`config.mk`:
```
export PLATFORM = sky130hd
export DESIGN_NAME = sorted_priority_queue_unit_flat
export DESIGN_NICKNAME = d
export VERILOG_FILES = /design/src/spq_pkg.sv /design/src/spq_if.sv /design/src/spq_cell.sv /design/src/sorted_priority_queue_unit.sv /design/src/flat_wrapper.sv
export SDC_FILE = /design/constraint.sdc
export NUM_CORES = 2
export LEC_CHECK = 0
export ABC_AREA = 0
export BUFFER_PORTS_ARGS = -buffer_cell sky130_fd_sc_hd__buf_4
export CAP_MARGIN = 10
export CELL_PAD_IN_SITES_DETAIL_PLACEMENT = 1
export CELL_PAD_IN_SITES_GLOBAL_PLACEMENT = 1
export CORE_AREA = 5 5 348 350
export CTS_CLUSTER_SIZE = 14
export DETAILED_ROUTE_END_ITERATION = 10
export DIE_AREA = 0 0 353 355
export PLACE_DENSITY = 0.58
export SLEW_MARGIN = 10
export SYNTH_ARGS = -nofsm -noshare
export SYNTH_HDL_FRONTEND = slang
export SYNTH_SLANG_ARGS = --single-unit
```
`constraint.sdc`:
```
create_clock -name i_clk -period 12.5 [get_ports i_clk]
set_clock_uncertainty 0.1 [all_clocks]
set_input_delay 0 -clock i_clk [delete_from_list [all_inputs] [get_ports i_clk]]
set_output_delay 0 -clock i_clk [all_outputs]
set_load 0.02 [all_outputs]
```
`src/spq_pkg.sv`:
```
// Shared types and codes for the sorted priority queue.
// Used by the channel interfaces, the cell and the top level.
`default_nettype none

package spq_pkg;

    localparam int DEPTH_DEFAULT = 16;

    localparam int OP_W     = 2;
    localparam int VALUE_W  = 32;
    localparam int PRI_W    = 8;
    localparam int STATUS_W = 3;
    localparam int OCC_W    = 5;

    localparam logic [OP_W-1:0] OP_ENQUEUE   = 2'd0;
    localparam logic [OP_W-1:0] OP_DEQ_HEAD  = 2'd1;
    localparam logic [OP_W-1:0] OP_DEQ_EXACT = 2'd2;
    localparam logic [OP_W-1:0] OP_DEQ_BELOW = 2'd3;

    localparam logic [STATUS_W-1:0] ST_REMOVED  = 3'd0;
    localparam logic [STATUS_W-1:0] ST_ENQUEUED = 3'd1;
    localparam logic [STATUS_W-1:0] ST_EMPTY    = 3'd2;
    localparam logic [STATUS_W-1:0] ST_NOMATCH  = 3'd3;
    localparam logic [STATUS_W-1:0] ST_FULL     = 3'd4;

    typedef enum logic {
        S_IDLE,
        S_EXEC
    } t_state;

    // one queue entry
    typedef struct packed {
        logic [VALUE_W-1:0] value;
        logic [PRI_W-1:0]   pri;
    } t_slot;

    // operation broadcast to every cell
    typedef struct packed {
        logic [OP_W-1:0]    op;
        logic [VALUE_W-1:0] value;
        logic [PRI_W-1:0]   pri;
        logic               commit_enq;
        logic               commit_deq;
    } t_cmd;

    // flags a cell hands to its right neighbor
    typedef struct packed {
        logic ge;    // occupied and priority >= key
        logic keep;  // stays in place on a removal
    } t_link;

endpackage

`default_nettype wire

```
`src/spq_if.sv`:
```
// Item channel interfaces of the sorted priority queue.
// Depends on spq_pkg for the field widths.
`default_nettype none

interface spq_in_if;
    import spq_pkg::*;

    logic                      valid;
    logic                      ready;
    logic [OP_W-1:0]           opcode;
    logic signed [VALUE_W-1:0] item_value;
    logic [PRI_W-1:0]          item_priority;

    modport source (output valid, output opcode, output item_value,
                    output item_priority, input ready);
    modport sink   (input valid, input opcode, input item_value,
                    input item_priority, output ready);
endinterface

interface spq_out_if;
    import spq_pkg::*;

    logic                      valid;
    logic                      ready;
    logic signed [VALUE_W-1:0] removed_value;
    logic [STATUS_W-1:0]       status;
    logic [OCC_W-1:0]          occupancy;

    modport source (output valid, output removed_value, output status,
                    output occupancy, input ready);
    modport sink   (input valid, input removed_value, input status,
                    input occupancy, output ready);
endinterface

`default_nettype wire

```
`src/spq_cell.sv`:
```
// One slot of the sorted chain: holds an entry, compares it with the key
// and takes its own, the new, the left or the right entry. Uses spq_pkg.
`default_nettype none

module spq_cell #(
    parameter int DEPTH = spq_pkg::DEPTH_DEFAULT,
    parameter int INDEX = 0,
    localparam int CW   = $clog2(DEPTH + 1)
) (
    input  wire logic          i_clk,
    input  wire spq_pkg::t_cmd i_cmd,
    input  wire logic [CW-1:0] i_count,
    input  wire spq_pkg::t_link i_left,
    input  wire spq_pkg::t_slot i_left_slot,
    input  wire spq_pkg::t_slot i_right_slot,
    output spq_pkg::t_slot     o_slot,
    output spq_pkg::t_link     o_link,
    output logic               o_hit
);
    import spq_pkg::*;

    t_slot r_slot;
    t_slot n_slot;
    logic  w_valid;
    logic  w_ge;
    logic  w_gt;
    logic  w_keep;

    // occupancy is a prefix of the chain
    assign w_valid = i_count > CW'(INDEX);
    assign w_ge    = w_valid && (r_slot.pri >= i_cmd.pri);
    assign w_gt    = w_valid && (r_slot.pri > i_cmd.pri);
    assign w_keep  = (i_cmd.op == OP_DEQ_HEAD) ? 1'b0 : w_gt;

    // first cell past the kept prefix is the removal candidate
    assign o_hit = (i_cmd.op != OP_ENQUEUE) && !w_keep && i_left.keep && w_valid
                   && ((i_cmd.op != OP_DEQ_EXACT) || (r_slot.pri == i_cmd.pri));

    assign o_link = '{ge: w_ge, keep: w_keep};
    assign o_slot = r_slot;

    always_comb begin
        n_slot = r_slot;
        if (i_cmd.commit_enq) begin
            if (!w_ge) begin
                if (i_left.ge) begin
                    n_slot = '{value: i_cmd.value, pri: i_cmd.pri};
                end else begin
                    n_slot = i_left_slot;
                end
            end
        end else if (i_cmd.commit_deq) begin
            if (!w_keep) begin
                n_slot = i_right_slot;
            end
        end
    end

    always_ff @(posedge i_clk) begin
        r_slot <= n_slot;
    end

endmodule

`default_nettype wire

```
`src/sorted_priority_queue_unit.sv`:
```
// Top level of the sorted priority queue: command capture, control FSM,
// cell chain, result collect and output register. Uses spq_pkg, spq_if, spq_cell.
//
//   channel  dir  modport  fields
//   i_in     in   sink     opcode, item_value, item_priority
//   o_out    out  source   removed_value, status, occupancy
//
// The accept edge captures an item in S_IDLE; in S_EXEC it is committed to every
// cell at once and loads the output register, together with the collect of the
// one removal hit across the chain.
// Reset empties the queue at once; slot contents are not cleared.
// A held result stalls the commit and keeps i_in.ready low meanwhile.
`default_nettype none

module sorted_priority_queue_unit #(
    parameter int DEPTH = spq_pkg::DEPTH_DEFAULT
) (
    input  wire logic i_clk,
    input  wire logic i_rst_n,
    spq_in_if.sink    i_in,
    spq_out_if.source o_out
);
    import spq_pkg::*;

    localparam int CW = $clog2(DEPTH + 1);

    t_state r_state;
    t_state n_state;

    logic [OP_W-1:0]     r_op;
    logic [VALUE_W-1:0]  r_val;
    logic [PRI_W-1:0]    r_pri;
    logic [CW-1:0]       r_count;
    logic [CW-1:0]       n_count;

    logic                r_out_valid;
    logic [VALUE_W-1:0]  r_removed;
    logic [STATUS_W-1:0] r_status;
    logic [OCC_W-1:0]    r_occ;

    logic w_take;
    logic w_go;
    logic w_full;
    logic w_empty;
    logic w_is_enq;
    logic w_found;
    logic [VALUE_W-1:0]  w_sel_val;
    logic [STATUS_W-1:0] w_status;
    t_cmd                w_cmd;

    t_slot            w_slot [DEPTH];
    t_link            w_link [DEPTH];
    logic [DEPTH-1:0] w_hit;

    // ---------------- control FSM ----------------
    always_comb begin
        n_state = r_state;
        unique case (r_state)
            S_IDLE: if (i_in.valid) n_state = S_EXEC;
            S_EXEC: if (!r_out_valid || o_out.ready) n_state = S_IDLE;
            default: n_state = S_IDLE;
        endcase
    end

    always_comb begin
        i_in.ready = 1'b0;
        w_go       = 1'b0;
        unique case (r_state)
            S_IDLE: i_in.ready = 1'b1;
            S_EXEC: w_go = !r_out_valid || o_out.ready;
            default: ;
        endcase
    end

    assign w_take = i_in.valid && i_in.ready;

    always_ff @(posedge i_clk) begin
        if (!i_rst_n) begin
            r_state <= S_IDLE;
        end else begin
            r_state <= n_state;
        end
    end

    always_ff @(posedge i_clk) begin
        if (w_take) begin
            r_op  <= i_in.opcode;
            r_val <= i_in.item_value;
            r_pri <= i_in.item_priority;
        end
    end

    // ---------------- cell chain ----------------
    assign w_full   = r_count == CW'(DEPTH);
    assign w_empty  = r_count == '0;
    assign w_is_enq = r_op == OP_ENQUEUE;

    assign w_cmd = '{op: r_op, value: r_val, pri: r_pri,
                     commit_enq: w_go && w_is_enq && !w_full,
                     commit_deq: w_go && !w_is_enq && w_found};

    for (genvar g = 0; g < DEPTH; g++) begin : g_cell
        t_link w_left;
        t_slot w_left_slot;
        t_slot w_right_slot;

        if (g == 0) begin : g_head
            assign w_left      = '{ge: 1'b1, keep: 1'b1};
            assign w_left_slot = '0;
        end else begin : g_mid
            assign w_left      = w_link[g-1];
            assign w_left_slot = w_slot[g-1];
        end

        if (g == DEPTH - 1) begin : g_tail
            assign w_right_slot = '0;
        end else begin : g_body
            assign w_right_slot = w_slot[g+1];
        end

        spq_cell #(
            .DEPTH (DEPTH),
            .INDEX (g)
        ) u_cell (
            .i_clk        (i_clk),
            .i_cmd        (w_cmd),
            .i_count      (r_count),
            .i_left       (w_left),
            .i_left_slot  (w_left_slot),
            .i_right_slot (w_right_slot),
            .o_slot       (w_slot[g]),
            .o_link       (w_link[g]),
            .o_hit        (w_hit[g])
        );
    end

    // at most one hit, so an OR of masked values selects it
    assign w_found = |w_hit;

    always_comb begin
        w_sel_val = '0;
        for (int i = 0; i < DEPTH; i++) begin
            w_sel_val = w_sel_val | (w_slot[i].value & {VALUE_W{w_hit[i]}});
        end
    end

    // ---------------- count and result ----------------
    always_comb begin
        n_count = r_count;
        if (w_cmd.commit_enq) begin
            n_count = r_count + CW'(1);
        end else if (w_cmd.commit_deq) begin
            n_count = r_count - CW'(1);
        end
    end

    always_comb begin
        priority if (w_is_enq) begin
            w_status = w_full ? ST_FULL : ST_ENQUEUED;
        end else if (w_empty) begin
            w_status = ST_EMPTY;
        end else if (w_found) begin
            w_status = ST_REMOVED;
        end else begin
            w_status = ST_NOMATCH;
        end
    end

    always_ff @(posedge i_clk) begin
        if (!i_rst_n) begin
            r_count     <= '0;
            r_out_valid <= 1'b0;
        end else begin
            r_count <= n_count;
            if (w_go) begin
                r_out_valid <= 1'b1;
            end else if (o_out.ready) begin
                r_out_valid <= 1'b0;
            end
        end
    end

    always_ff @(posedge i_clk) begin
        if (w_go) begin
            r_removed <= (!w_is_enq && w_found) ? w_sel_val : '0;
            r_status  <= w_status;
            r_occ     <= OCC_W'(n_count);
        end
    end

    assign o_out.valid         = r_out_valid;
    assign o_out.removed_value = $signed(r_removed);
    assign o_out.status        = r_status;
    assign o_out.occupancy     = r_occ;

    // ---------------- assertions ----------------
    a_count_bound: assert property (@(posedge i_clk) disable iff (!i_rst_n)
        r_count <= CW'(DEPTH))
        else $error("occupancy above depth");

    a_hit_single: assert property (@(posedge i_clk) disable iff (!i_rst_n)
        $onehot0(w_hit))
        else $error("more than one removal candidate");

    a_enq_count: assert property (@(posedge i_clk) disable iff (!i_rst_n)
        w_cmd.commit_enq |=> r_count == $past(r_count) + CW'(1))
        else $error("enqueue did not grow the queue");

    a_exec_hold: assert property (@(posedge i_clk) disable iff (!i_rst_n)
        (r_state == S_EXEC && r_out_valid && !o_out.ready) |=> r_state == S_EXEC)
        else $error("commit while result register occupied");

endmodule

`default_nettype wire

```
`src/flat_wrapper.sv`:
```
// flat-port wrapper written by rule: the top's interface ports become plain ports
module sorted_priority_queue_unit_flat import spq_pkg::*;
#(
    parameter int DEPTH = spq_pkg::DEPTH_DEFAULT
)
  (i_clk, i_rst_n, i_in_valid, i_in_opcode, i_in_item_value, i_in_item_priority, i_in_ready, o_out_valid, o_out_removed_value, o_out_status, o_out_occupancy, o_out_ready);
  spq_in_if i_in_i ();
  spq_out_if o_out_i ();
  input  wire logic i_clk;
  input  wire logic i_rst_n;
  input wire logic [$bits(i_in_i.valid)-1:0] i_in_valid;
  input wire logic [$bits(i_in_i.opcode)-1:0] i_in_opcode;
  input wire logic [$bits(i_in_i.item_value)-1:0] i_in_item_value;
  input wire logic [$bits(i_in_i.item_priority)-1:0] i_in_item_priority;
  output wire logic [$bits(i_in_i.ready)-1:0] i_in_ready;
  output wire logic [$bits(o_out_i.valid)-1:0] o_out_valid;
  output wire logic [$bits(o_out_i.removed_value)-1:0] o_out_removed_value;
  output wire logic [$bits(o_out_i.status)-1:0] o_out_status;
  output wire logic [$bits(o_out_i.occupancy)-1:0] o_out_occupancy;
  input wire logic [$bits(o_out_i.ready)-1:0] o_out_ready;
  assign i_in_i.valid = i_in_valid;
  assign i_in_i.opcode = i_in_opcode;
  assign i_in_i.item_value = i_in_item_value;
  assign i_in_i.item_priority = i_in_item_priority;
  assign i_in_ready = i_in_i.ready;
  assign o_out_valid = o_out_i.valid;
  assign o_out_removed_value = o_out_i.removed_value;
  assign o_out_status = o_out_i.status;
  assign o_out_occupancy = o_out_i.occupancy;
  assign o_out_i.ready = o_out_ready;
  sorted_priority_queue_unit #(.DEPTH(DEPTH)) u_core (.i_clk(i_clk), .i_rst_n(i_rst_n), .i_in(i_in_i), .o_out(o_out_i));
endmodule
```
==> metrics <==
cells after synthesis 3920; Post-synth ARST share 0; vias per std cell 5.922; CP Cell Sequence inv_1 > buf_4 > ha_1 > a21oi_1 > a21oi_1 > a211oi_1 > a21oi_1 > nor2_4 > buf_4 > nand4bb_1 > or2_4 > a21oi_2 > buf_4 > nor2_4 > buf_4; CTS tree done; number of synthesized flops with an enable pin 722; main combinational cell family by area after synthesis compound AO/OA/AOI/OAI gates; Post-Synth XOR/XNOR Area 0.001071; RSZ-0062 raised after global routing no; Detailed Route WL 161.2 mm; Crit Path Class flip-flop to flip-flop; post-DP HPWL 88.99 mm; DRT iter0 DRCs 3488; total gr overflow 0; crit start category flip-flop; Post-synth top flop edfxtp_1; post_cts resized 0; most frequent CP cell buf_4; Final Cell Area 46990 µm²; Vias 32.85k; Final Setup Violations 0; drt first pass iters 9; antenna viol nets, final 0; Horiz. Die Dim 353 µm; sequential area share after synthesis 0.5336; vias in the first global route 32.86k; CP top delay family buffers and inverters; DRC 0; Net Count, Synth 4100; Final Max Tran Viols 0; synthesis-to-layout area growth 14.92%; initial core utilization 0.3482; largest net degree at the start of global routing 265; worst setup margin 6.460 ns; DP Worst Slack 6.539 ns; min cycle time layout 6.040 ns; cts bufs inserted 87; Leak 19.47 nW; nature of the critical path endpoint flip-flop; layout cells sized above 1 0.08801; global-route wire length before repair 232.2 mm; hold buffer count at cts 90; total power 0.006412 W; initial antenna violation count 1; final std cells w/o fill 5548; Synth warnings 0; I/O pins 88; die height 355 µm; row cnt 126; setup TNS 0 ns; Post-DP Area 43200 µm²; CP Data Required Time 12.70 ns; CTS HTree Levels 3; setup bufs post-CTS 0; final-report hold violation count 0; Max-Slew Margin vs Limit 0.2168; Peak Freq 165.6 MHz; Final nets 4121; fin crit share 0.4832; Compound-Gate Fraction of Synth Area 0.1565; slowest cell delay on critical path 0.73 ns; maximum vdd drop 0.1023 mV; clock root cell clkbuf_16; Worst Max-Slew Pin Slew 1.175 ns; Max Cap Violations 0; Reg clk slew, reported paths 0.06 ns; P per Cell Area 136.4 nW/µm²; #FFs+latches synth 729; Netlist Area Pre-Place 40890 µm²; Syn Area/Cell 10.43 µm²; simple-gate share of the synthesized area 0.1154; outcome complete, no violations; Max clock buf depth 3; CP max FO 33; number of I/O port buffers 87; post-synthesis mux area share 0.1187; post-synth cell types 70; gp weighted congestion 0.8133; sinks on the clock net 729; Core ar. 117500 µm²; DR WL/cell 29.05 µm; critical path arrival 6.24 ns; worst skew pair latency 0.69 ns; dpl cells 5298; Slowest cell on crit path nor2_4; Critical path buffers and inverters 5; DIE AREA 125300 µm²; worst hold path type input port to flip-flop; adder-cell share of the synthesized area 0.04100; Total GRT Usage 0.2481
[cell usage in the layout (no fill, tap or decap), types with 20 or more instances in the layout]
cell type	Yosys	layout
nand4_1	52	52
inv_1	36	35
a21oi_1	179	173
clkbuf_16	0	89
a222oi_1	42	42
nor2_1	199	193
a22o_1	33	33
ha_1	134	134
a31oi_1	51	50
o21ai_0	556	554
buf_4	2	157
a221oi_1	33	33
edfxtp_1	722	722
clkinv_1	0	20
a22oi_1	106	106
nand2_1	757	755
mux2i_1	485	485
nand3_1	57	56
dlygate4sd3_1	0	90
[registers in the layout, summed over array words and instances (netlist names), 2 cells and up]
register	flops
u_core.o_out.occupancy	5
u_core.o_out.status	3
u_core.o_out.removed_value	32
u_core.r_val	32
u_core.r_pri	8
u_core.g_cell.u_cell.o_slot	640
u_core.r_op	2
u_core.r_count	5
[per-stage QoR]
step,hold WS (ns),util
detailed placement,0.07956,0.3678
finish,0.1038,0.4001
floorplan,-0.001131,-
global route,0.09058,0.4001
global placement,0.07808,0.3678
CTS,0.05149,0.4001
[cell usage after synthesis, types with 26 or more instances]
library cell,count,area share
a21oi_1,179,0.022
a221oi_1,33,0.0071
a222oi_1,42,0.010
a22o_1,33,0.0071
a22oi_1,106,0.019
a31oi_1,51,0.0078
buf_1,47,0.0043
buf_2,26,0.0032
clkbuf_1,241,0.022
edfxtp_1,722,0.53
ha_1,134,0.041
inv_1,36,0.0033
mux2i_1,485,0.12
nand2_1,757,0.069
nand3_1,57,0.0070
nand4_1,52,0.0080
nor2_1,199,0.018
o21ai_0,556,0.068
[worst paths after layout]
path / slack [ns] / cells past startpoint / to / startpoint
max: 6.46 / 15 / u_core.g_cell[6].u_cell.o_slot[27] / u_core.r_pri[3]
min reg2reg: 0.47 / 2 / u_core.g_cell[14].u_cell.o_slot[13] / u_core.g_cell[15].u_cell.o_slot[13]
min: 0.10 / 4 / u_core.r_count[4] / i_rst_n
max reg2reg: 6.46 / 15 / u_core.g_cell[6].u_cell.o_slot[27] / u_core.r_pri[3]
[routing by layer]
layer,wire (µm),global-route usage,vias to the layer above
li1,-,-,14657
met1,74960,0.3598,16778
met2,72160,0.3937,1193
met3,10030,0.03377,225
met4,4009,0.06259,0
met5,0,0,-
[power breakdown]
group | total (W) | switching [W] | internal (W) | leakage (nW)
logic | 0.000762 | 0.000510 | 0.000252 | 11.4
clock network | 0.00266 | 0.00113 | 0.00154 | 1.41
registers | 0.00299 | 0.000134 | 0.00285 | 6.68
[cells by family after synthesis]
group                    Yosys count
AO/OA/AOI/OAI                   1075
XOR/XNOR                           5
adder cells (fa/ha/maj)          134
buffers and inverters            354
flip-flops                       729
multiplexers                     485
AND/OR/NAND/NOR                 1138
[cell type report]
type / count / area, µm²
tap: 1536 / 1922
timing repair buffer: 249 / 2120
multi-input combinational: 2837 / 18100
antenna: 1 / 2.502
clock inverter: 58 / 609.3
inverter: 37 / 138.9
fill: 12770 / 70460
sequential: 729 / 21820
clock buffer: 101 / 2282
[worst reg2reg max path, cell delays in order, from the launching register on]
cell and delay, ns:
edfxtp_1 0.45, inv_1 0.35, buf_4 0.39, ha_1 0.33
a21oi_1 0.19, a21oi_1 0.09, a211oi_1 0.60, a21oi_1 0.22
nor2_4 0.11, buf_4 0.64, nand4bb_1 0.32, or2_4 0.18
a21oi_2 0.06, buf_4 0.29, nor2_4 0.73, buf_4 0.61
(Power assumes the default switching activity.)
